===== config.mk =====
export PLATFORM = sky130hd
export DESIGN_NAME = door_motor_motion_controller_unit
export DESIGN_NICKNAME = d
export VERILOG_FILES = /design/src/rtl/core/dmmc_pkg.sv /design/src/rtl/core/dmmc_tick.sv /design/src/rtl/core/door_motor_motion_controller_unit.sv
export SDC_FILE = /design/constraint.sdc
export NUM_CORES = 1
export LEC_CHECK = 0
export ABC_AREA = 1
export BUFFER_PORTS_ARGS = -buffer_cell sky130_fd_sc_hd__buf_2
export CORE_ASPECT_RATIO = 0.6
export CORE_MARGIN = 2
export CORE_UTILIZATION = 30
export CTS_CLUSTER_SIZE = 10
export DETAILED_ROUTE_END_ITERATION = 16
export PLACE_DENSITY = 0.56
export SYNTH_ARGS = -nofsm -noshare
export SYNTH_HDL_FRONTEND = slang
export SYNTH_SLANG_ARGS = --single-unit

===== constraint.sdc =====
create_clock -name clk -period 4.41 [get_ports clk]
set_clock_uncertainty 0.05 [all_clocks]
set_input_delay 0.441 -clock clk [delete_from_list [all_inputs] [get_ports clk]]
set_output_delay 0.441 -clock clk [all_outputs]
set_load 0.02 [all_outputs]

===== src/rtl/core/dmmc_pkg.sv =====
package dmmc_pkg;

	// Controller modes, as reported on state_code
	typedef enum logic [2:0] {
		MODE_IDLE      = 3'd0,
		MODE_CAL_OPEN  = 3'd1,
		MODE_CAL_CLOSE = 3'd2,
		MODE_OPEN      = 3'd3,
		MODE_CLOSE     = 3'd4,
		MODE_ERROR     = 3'd5
	} mode_t;

	// Command codes of a tick request
	localparam logic [1:0] CMD_NONE      = 2'd0;
	localparam logic [1:0] CMD_BUTTON    = 2'd1;
	localparam logic [1:0] CMD_CALIBRATE = 2'd2;

	// Configuration register indexes
	localparam logic [1:0] REG_STEP_SIZE      = 2'd0;
	localparam logic [1:0] REG_STEP_INTERVAL  = 2'd1;
	localparam logic [1:0] REG_STALL_TIMEOUT  = 2'd2;
	localparam logic [1:0] REG_BLINK_INTERVAL = 2'd3;

	// Configuration reset values
	localparam logic [7:0]  STEP_SIZE_RST      = 8'd1;
	localparam logic [15:0] STEP_INTERVAL_RST  = 16'd2;
	localparam logic [15:0] STALL_TIMEOUT_RST  = 16'd3000;
	localparam logic [15:0] BLINK_INTERVAL_RST = 16'd500;

	typedef struct packed {
		logic [7:0]  step_size;
		logic [15:0] step_interval;
		logic [15:0] stall_timeout;
		logic [15:0] blink_interval;
	} cfg_t;

	typedef struct packed {
		logic [1:0]         command;
		logic               left_hit;
		logic               right_hit;
		logic signed [15:0] enc;
	} tick_t;

	typedef struct packed {
		mode_t              mode;
		logic signed [15:0] position;
		logic [14:0]        span;
		logic               open_next;
		logic               calibrated;
		logic [15:0]        pace;
		logic [15:0]        stall;
		logic signed [15:0] last_enc;
		logic               blink_phase;
		logic               led;
	} ctl_state_t;

	typedef struct packed {
		mode_t              state_code;
		logic               step_pulse;
		logic               step_toward_open;
		logic signed [15:0] door_position;
		logic [14:0]        travel_span;
		logic               is_calibrated;
		logic               command_rejected;
		logic               led_on;
	} result_t;

	function automatic logic is_moving(input mode_t m);
		return (m == MODE_CAL_OPEN) || (m == MODE_CAL_CLOSE) ||
			(m == MODE_OPEN) || (m == MODE_CLOSE);
	endfunction

endpackage


===== src/rtl/core/dmmc_tick.sv =====
module dmmc_tick (
	input  dmmc_pkg::cfg_t       cfg,
	input  dmmc_pkg::ctl_state_t cur,
	input  dmmc_pkg::tick_t      tk,
	output dmmc_pkg::ctl_state_t nxt,
	output dmmc_pkg::result_t    res
);
	import dmmc_pkg::*;

	typedef struct packed {
		logic pulse;
		logic toward;
		logic rejected;
	} evt_t;

	evt_t evt;

	function automatic logic [15:0] sat_inc(input logic [15:0] v);
		return (v == 16'hFFFF) ? v : v + 16'd1;
	endfunction

	function automatic ctl_state_t enter_mode(input ctl_state_t s, input mode_t m);
		ctl_state_t r;
		r = s;
		if (m == MODE_CAL_OPEN) begin
			r.calibrated = 1'b0;
			r.led        = 1'b0;
		end
		if (is_moving(m))
			r.stall = '0;
		r.pace = '0;
		r.mode = m;
		return r;
	endfunction

	function automatic logic signed [15:0] move_by(input logic signed [15:0] p,
		input logic [7:0] d, input logic up);
		logic signed [16:0] t;
		t = up ? ({p[15], p} + $signed({9'b0, d})) : ({p[15], p} - $signed({9'b0, d}));
		if (t[16] != t[15])
			return t[16] ? 16'sh8000 : 16'sh7FFF;
		return t[15:0];
	endfunction

	// Next state: encoder watch, command, then the handler of the mode
	always_comb begin
		ctl_state_t s;
		logic       due;
		logic [15:0] mag;
		s   = cur;
		due = 1'b0;
		mag = '0;
		evt = '0;

		// Restart the stall count on any encoder movement
		s.stall = sat_inc(s.stall);
		if (tk.enc != s.last_enc) begin
			s.last_enc = tk.enc;
			s.stall    = '0;
		end

		// Act on the command
		case (tk.command)
			CMD_CALIBRATE: s = enter_mode(s, MODE_CAL_OPEN);
			CMD_BUTTON: begin
				if (!s.calibrated)
					evt.rejected = 1'b1;
				else if (!is_moving(s.mode))
					s = enter_mode(s, s.open_next ? MODE_OPEN : MODE_CLOSE);
				else begin
					s.open_next = !s.open_next;
					s = enter_mode(s, MODE_IDLE);
				end
			end
			default: ;
		endcase

		// Run the mode handler
		case (s.mode)
			MODE_CAL_OPEN: begin
				if (tk.right_hit) begin
					s.position = '0;
					s = enter_mode(s, MODE_CAL_CLOSE);
				end else begin
					due    = s.pace >= cfg.step_interval;
					s.pace = due ? 16'd1 : sat_inc(s.pace);
					if (due) begin
						s.position = move_by(s.position, cfg.step_size, 1'b1);
						evt.pulse  = 1'b1;
						evt.toward = 1'b1;
					end
					if (s.stall > cfg.stall_timeout) begin
						s.calibrated = 1'b0;
						s = enter_mode(s, MODE_ERROR);
					end
				end
			end
			MODE_CAL_CLOSE: begin
				if (tk.left_hit) begin
					mag = s.position[15] ? (~s.position + 16'd1) : s.position;
					s.span       = mag[15] ? 15'h7FFF : mag[14:0];
					s.position   = '0;
					s.last_enc   = '0;
					s.open_next  = 1'b1;
					s.calibrated = 1'b1;
					s = enter_mode(s, MODE_IDLE);
				end else begin
					due    = s.pace >= cfg.step_interval;
					s.pace = due ? 16'd1 : sat_inc(s.pace);
					if (due) begin
						s.position = move_by(s.position, cfg.step_size, 1'b0);
						evt.pulse  = 1'b1;
					end
					if (s.stall > cfg.stall_timeout) begin
						s.calibrated = 1'b0;
						s = enter_mode(s, MODE_ERROR);
					end
				end
			end
			MODE_OPEN: begin
				if (s.position >= $signed({1'b0, s.span})) begin
					s.open_next = 1'b0;
					s = enter_mode(s, MODE_IDLE);
				end else begin
					due    = s.pace >= cfg.step_interval;
					s.pace = due ? 16'd1 : sat_inc(s.pace);
					if (due) begin
						s.position = move_by(s.position, cfg.step_size, 1'b1);
						evt.pulse  = 1'b1;
						evt.toward = 1'b1;
					end
					if (s.stall > cfg.stall_timeout) begin
						s.calibrated = 1'b0;
						s = enter_mode(s, MODE_ERROR);
					end
					// Overshoot past the learned span
					if (s.position > $signed({1'b0, s.span})) begin
						s.calibrated = 1'b0;
						s = enter_mode(s, MODE_ERROR);
					end
				end
			end
			MODE_CLOSE: begin
				if (s.position <= 16'sd0) begin
					s.open_next = 1'b1;
					s = enter_mode(s, MODE_IDLE);
				end else begin
					due    = s.pace >= cfg.step_interval;
					s.pace = due ? 16'd1 : sat_inc(s.pace);
					if (due) begin
						s.position = move_by(s.position, cfg.step_size, 1'b0);
						evt.pulse  = 1'b1;
					end
					if (s.stall > cfg.stall_timeout) begin
						s.calibrated = 1'b0;
						s = enter_mode(s, MODE_ERROR);
					end
					// Overshoot below the closed end
					if (s.position < 16'sd0) begin
						s.calibrated = 1'b0;
						s = enter_mode(s, MODE_ERROR);
					end
				end
			end
			MODE_ERROR: begin
				due    = s.pace >= cfg.blink_interval;
				s.pace = due ? 16'd1 : sat_inc(s.pace);
				if (due) begin
					s.led         = !s.blink_phase;
					s.blink_phase = !s.blink_phase;
				end
			end
			default: ;
		endcase

		nxt = s;
	end

	// Result fields from the new state and this tick's events
	always_comb begin
		res.state_code       = nxt.mode;
		res.step_pulse       = evt.pulse;
		res.step_toward_open = evt.toward;
		res.door_position    = nxt.position;
		res.travel_span      = nxt.span;
		res.is_calibrated    = nxt.calibrated;
		res.command_rejected = evt.rejected;
		res.led_on           = nxt.led;
	end

endmodule


===== src/rtl/core/door_motor_motion_controller_unit.sv =====
// Door motor motion controller. Each request is one millisecond tick carrying an optional
// command, both limit-switch levels and the encoder count; each tick yields exactly one
// result with the mode, the motor step pulse and direction, the tracked position, the
// learned span, the calibration flag, a rejected-button flag and the fault LED level.
// A tick is registered on entry, evaluated combinationally against the controller state and
// its result is held in an output register, so one tick is accepted every clock cycle while
// the output is not stalled, and a result passes the input register and then the output
// register; the rate is set by the state update loop. Configuration is written through
// cfg_write/cfg_index/cfg_data and should change only while no tick is in flight.
module door_motor_motion_controller_unit (
	input  logic               clk,
	input  logic               arst_n,
	input  logic               cfg_write,
	input  logic [1:0]         cfg_index,
	input  logic [15:0]        cfg_data,
	input  logic               in_valid,
	output logic               in_ready,
	input  logic [1:0]         command,
	input  logic               left_limit_hit,
	input  logic               right_limit_hit,
	input  logic signed [15:0] encoder_position,
	output logic               out_valid,
	input  logic               out_ready,
	output logic [2:0]         state_code,
	output logic               step_pulse,
	output logic               step_toward_open,
	output logic signed [15:0] door_position,
	output logic [14:0]        travel_span,
	output logic               is_calibrated,
	output logic               command_rejected,
	output logic               led_on
);
	import dmmc_pkg::*;

	cfg_t       cfg_q;
	ctl_state_t st_q;
	ctl_state_t st_nxt;
	tick_t      tick_s1;
	logic       valid_s1;
	result_t    res_nxt;
	result_t    res_s2;
	logic       valid_s2;
	logic       adv;

	// Advance the input stage when the output register is free or being drained
	assign adv      = valid_s1 && (!valid_s2 || out_ready);
	assign in_ready = !valid_s1 || adv;

	// Write configuration registers
	always_ff @(posedge clk or negedge arst_n) begin
		if (!arst_n) begin
			cfg_q.step_size      <= STEP_SIZE_RST;
			cfg_q.step_interval  <= STEP_INTERVAL_RST;
			cfg_q.stall_timeout  <= STALL_TIMEOUT_RST;
			cfg_q.blink_interval <= BLINK_INTERVAL_RST;
		end else if (cfg_write) begin
			case (cfg_index)
				REG_STEP_SIZE:      cfg_q.step_size      <= cfg_data[7:0];
				REG_STEP_INTERVAL:  cfg_q.step_interval  <= cfg_data;
				REG_STALL_TIMEOUT:  cfg_q.stall_timeout  <= cfg_data;
				REG_BLINK_INTERVAL: cfg_q.blink_interval <= cfg_data;
				default: ;
			endcase
		end
	end

	// Hold the incoming request
	always_ff @(posedge clk or negedge arst_n) begin
		if (!arst_n)
			valid_s1 <= 1'b0;
		else if (in_ready)
			valid_s1 <= in_valid;
	end

	always_ff @(posedge clk) begin
		if (in_valid && in_ready) begin
			tick_s1.command   <= command;
			tick_s1.left_hit  <= left_limit_hit;
			tick_s1.right_hit <= right_limit_hit;
			tick_s1.enc       <= encoder_position;
		end
	end

	dmmc_tick u_tick (
		.cfg (cfg_q),
		.cur (st_q),
		.tk  (tick_s1),
		.nxt (st_nxt),
		.res (res_nxt)
	);

	// Commit controller state as each tick passes
	always_ff @(posedge clk or negedge arst_n) begin
		if (!arst_n)
			st_q <= '{mode: MODE_IDLE, default: '0};
		else if (adv)
			st_q <= st_nxt;
	end

	// Output register
	always_ff @(posedge clk or negedge arst_n) begin
		if (!arst_n)
			valid_s2 <= 1'b0;
		else if (adv)
			valid_s2 <= 1'b1;
		else if (out_ready)
			valid_s2 <= 1'b0;
	end

	always_ff @(posedge clk) begin
		if (adv)
			res_s2 <= res_nxt;
	end

	assign out_valid        = valid_s2;
	assign state_code       = res_s2.state_code;
	assign step_pulse       = res_s2.step_pulse;
	assign step_toward_open = res_s2.step_toward_open;
	assign door_position    = res_s2.door_position;
	assign travel_span      = res_s2.travel_span;
	assign is_calibrated    = res_s2.is_calibrated;
	assign command_rejected = res_s2.command_rejected;
	assign led_on           = res_s2.led_on;

	// Error always drops calibration
	a_err_uncal: assert property (@(posedge clk) disable iff (!arst_n)
		(st_q.mode == MODE_ERROR) |-> !st_q.calibrated)
		else $error("error mode with calibration still set");

	// A direction toward open only comes with a step
	a_dir_pulse: assert property (@(posedge clk) disable iff (!arst_n)
		(out_valid && step_toward_open) |-> step_pulse)
		else $error("step direction without step pulse");

	// State only moves when a tick passes the input stage
	a_state_hold: assert property (@(posedge clk) disable iff (!arst_n)
		!adv |=> $stable(st_q))
		else $error("controller state changed without a tick");

	// An accepted request always lands in the input stage
	a_s1_fill: assert property (@(posedge clk) disable iff (!arst_n)
		(in_valid && in_ready) |=> valid_s1)
		else $error("accepted request lost");

endmodule

==> flow_summary.ini <==
[final_layout]
n_antenna_cell = 0
drive_gt1_share_pct = 22.6
syn_to_final_growth_pct = 26.3
fin_nets = 2322

[logic_synthesis]
async_flop_share_pct = 70.9
syn_nets = 2085
synthDistinctLibCells = 60
ys.flop_type = dfrtp_1
synth-edff-count = 59
seq_area_frac_synth_pct = 37.8
synth-seq-cells = 203
ys_warn_count = 0
netlist_area_um2 = 14300
synth_cells = 1935
avgSynthCellArea_um2 = 7.37

[placement]
hpwl_um = 36700
dp_slack_ns = -0.534
place_congestion = 0.983
io_buffers = 83

[min_path]
hold_start = command[1]
hold_depth = 1
hold_class = in2reg
hold_end = tick_s1[19]$_DFFE_PP_

[worst_setup_path]
cp-start-kind = flip-flop
crit_type = reg2reg
crit_slowest_cell = edfxtp_1
cp.required_ns = 4.81
critPathMaxFanout = 11
cpPeakStageDelay_ns = 0.45
cp-end-kind = flip-flop
crit_arrival_ns = 4.85
cpMostUsedCell = nand2_1
r2r-start = tick_s1[18]$_DFFE_PP_
r2r_end = st_q[46]$_DFFE_PN0P_
reg2reg_slack_ns = -0.04
reg2reg_depth = 38

[sta]
rsz0062_at_grt = true
hold-worst-slack_ns = 0.0225
fmax_mhz = 225
fin_crit_ns = 4.45
relSlewSlack_pct = 25.9
drv_slew = 0
tns_ns = -0.0706
hold_viol_final = 0
setup_viol = 2
worst_pin_slew_ns = 1.11
fin_crit_sh_pct = 101
finalWorstSetupSlack_ns = -0.0431

[floorplanning]
dieArea_um2 = 49400
initial_core_util_pct = 30.6
ios = 84
num_rows = 61
die_w_um = 286
core_um2 = 46600
die_height_um = 173

[clocking]
htreeDepth = 1
cts-root-buf = clkbuf_16
cts.sinks = 203
cts_buffers = 25
cts_tree = yes
cts.clk_slew.worst_paths_ns = 0.06
clkLatencyLatePin_ns = 0.55
clk_path_buf_depth = 3

[drt]
drtAntennaViolNets = 0
drc = 0
drt-total-wl_um = 48600
routedWlPerCell_um = 17.2
via_per_inst = 4.91
firstDrtPassIters = 5
drtIter0Drc = 1378
num_vias = 13800

[global_routing]
grt_usage_pct = 19.3
grt_pass1_vias = 13100
grt.overflow.total = 0
grt_max_degree = 82
grt_pass1_wl_um = 75300
antenna_found_initial = 1

[job]
maxCapViolCount = 0

[outcome]
violations = setup timing
status = finished with violations

[power_and_ir_drop]
leakage_nw = 8.88
powerDensity_nw_per_um2 = 713
peakVddDrop_uv = 361
[cells by family after synthesis]
| logic type | after synthesis | share of synthesized area (%) |
|---|---|---|
| adders and majority gates | 107 | 9.49 |
| DFF | 203 | 37.8 |
| and+or+nand+nor | 872 | 26.6 |
| AOI/OAI and AO/OA | 348 | 13.7 |
| xor gates and xnor gates | 37 | 2.27 |
| buffers and inverters | 368 | 10.1 |
[worst max path at each step]
stage | from | end | cells past startpoint
3_5_place_dp | cfg_q[54]$_DFFE_PN0P_ | st_q[41]$_DFFE_PN0P_ | 37
3_3_place_gp | cfg_q[52]$_DFFE_PN0P_ | st_q[46]$_DFFE_PN0P_ | 38
5_1_grt | st_q[69]$_DFFE_PN0P_ | st_q[46]$_DFFE_PN0P_ | 38
2_1_floorplan | st_q[72]$_DFFE_PN0P_ | state_code[2]$_DFFE_PP_ | 34
4_1_cts | st_q[72]$_DFFE_PN0P_ | st_q[37]$_DFFE_PN0P_ | 38
6_report | tick_s1[18]$_DFFE_PP_ | st_q[46]$_DFFE_PN0P_ | 38
[registers in the layout, summed over array words and instances, names as in the netlist]
register / count
tick_s1: 20
is_calibrated: 1
door_position: 16
step_toward_open: 1
led_on: 1
out_valid: 1
travel_span: 15
cfg_q: 56
st_q: 86
state_code: 3
step_pulse: 1
valid_s1: 1
command_rejected: 1
[layer usage]
metal | track usage [%] | vias up | part of all wire, % | wire, um
met5 | 1.06 | - | 0.15 | 73
li1 | - | 6784 | - | -
met2 | 25.2 | 479 | 38 | 18500
met3 | 4.17 | 51 | 8.5 | 4120
met1 | 31.4 | 6532 | 52 | 25100
met4 | 3.64 | 2 | 1.8 | 893
[worst max-delay path, delay by kind of cell (launching register included)]
family	cells	cell delay [ns]
compound gates	1	0.07
fa+ha+maj	3	0.78
buf+inv	10	0.99
flops	1	0.45
simple gates	24	2.02
[Yosys cell counts (4+ instances only)]
cell type    n  area (um2)
a21oi_1     92         460
a22oi_1      8        60.1
a31oi_1      5        31.3
buf_2       14        70.1
clkbuf_1    37         139
clkinv_1     5        18.8
dfrtp_1    129        3230
dfstp_2     15         394
edfxtp_1    59        1770
ha_1       105        1310
inv_1      292        1100
inv_2        9        33.8
nand2_1    478        1790
nand2_2     11        68.8
nand3_1    126         631
nand3_2      4        40.0
nand4_1     30         188
nor2_1     150         563
nor2_2      12        75.1
nor3_1      23         115
nor4_1       8        50.1
o211ai_2     6        75.1
o21ai_0    194         971
o21ai_1      8        40.0
o22ai_1      8        50.1
or2_2       14        87.6
xnor2_1     11        96.3
xor2_1      26         228
[layout make-up]
type	count	area [um2]
flip-flops and latches	203	5390
fillers	4837	28600
multi-input cells	1366	7970
repair buffers	267	1920
clock inverters	1	7.51
well taps	630	788
clock buffers	44	748
inverters	309	1190
[cells in the final DEF (no fill, tap or decap), types with 8 or more instances in the layout]
cell type  instances
edfxtp_1          59
o21ai_0          180
nand3_2            8
nor2_1           138
o22ai_1            8
nor3_1            20
nor4_1             8
or2_2             14
clkbuf_16         26
xor2_1            26
dfrtp_1          129
buf_4            166
inv_2             27
nand4_1           30
xnor2_1           11
nand2_1          462
nor2_2            21
nand3_1          120
inv_1            268
nand2_2           23
ha_4              17
buf_2             82
ha_1              85
a21oi_2           17
nand2_4            8
clkbuf_1          15
a21oi_1           74
o21ai_1           17
dfstp_2           15
[report_power, final]
group | internal [W] | total (W) | switching, W | leakage (nW)
Combinational | 0.00304 | 0.00806 | 0.00502 | 6.19
Sequential | 0.00251 | 0.00282 | 0.000307 | 2.33
Clock | 0.00114 | 0.00197 | 0.000833 | 0.360
Total | 0.00669 | 0.0128 | 0.00616 | 8.88
[stage by stage]
stage          cells  utilization [%]  total power (W)  area [um2]
3_5_place_dp    2738             35.2          0.00995       16400
4_1_cts         2805             37.6           0.0123       17500
3_3_place_gp    2738             35.2          0.00990       16400
5_1_grt         2820             38.6           0.0139       18000
6_report        2820             38.6           0.0128       18000
2_1_floorplan   1935                -          0.00712       14300
[what timing repair did]
item,CTS,global route
hold endpoints to repair,78,0
gates resized for setup,43,100
gates cloned,1,1
pin swaps,17,33
buffers inserted,14,14
setup endpoints to repair,22,24
hold buffers,7,0
Power figures use the tool's default switching activity.
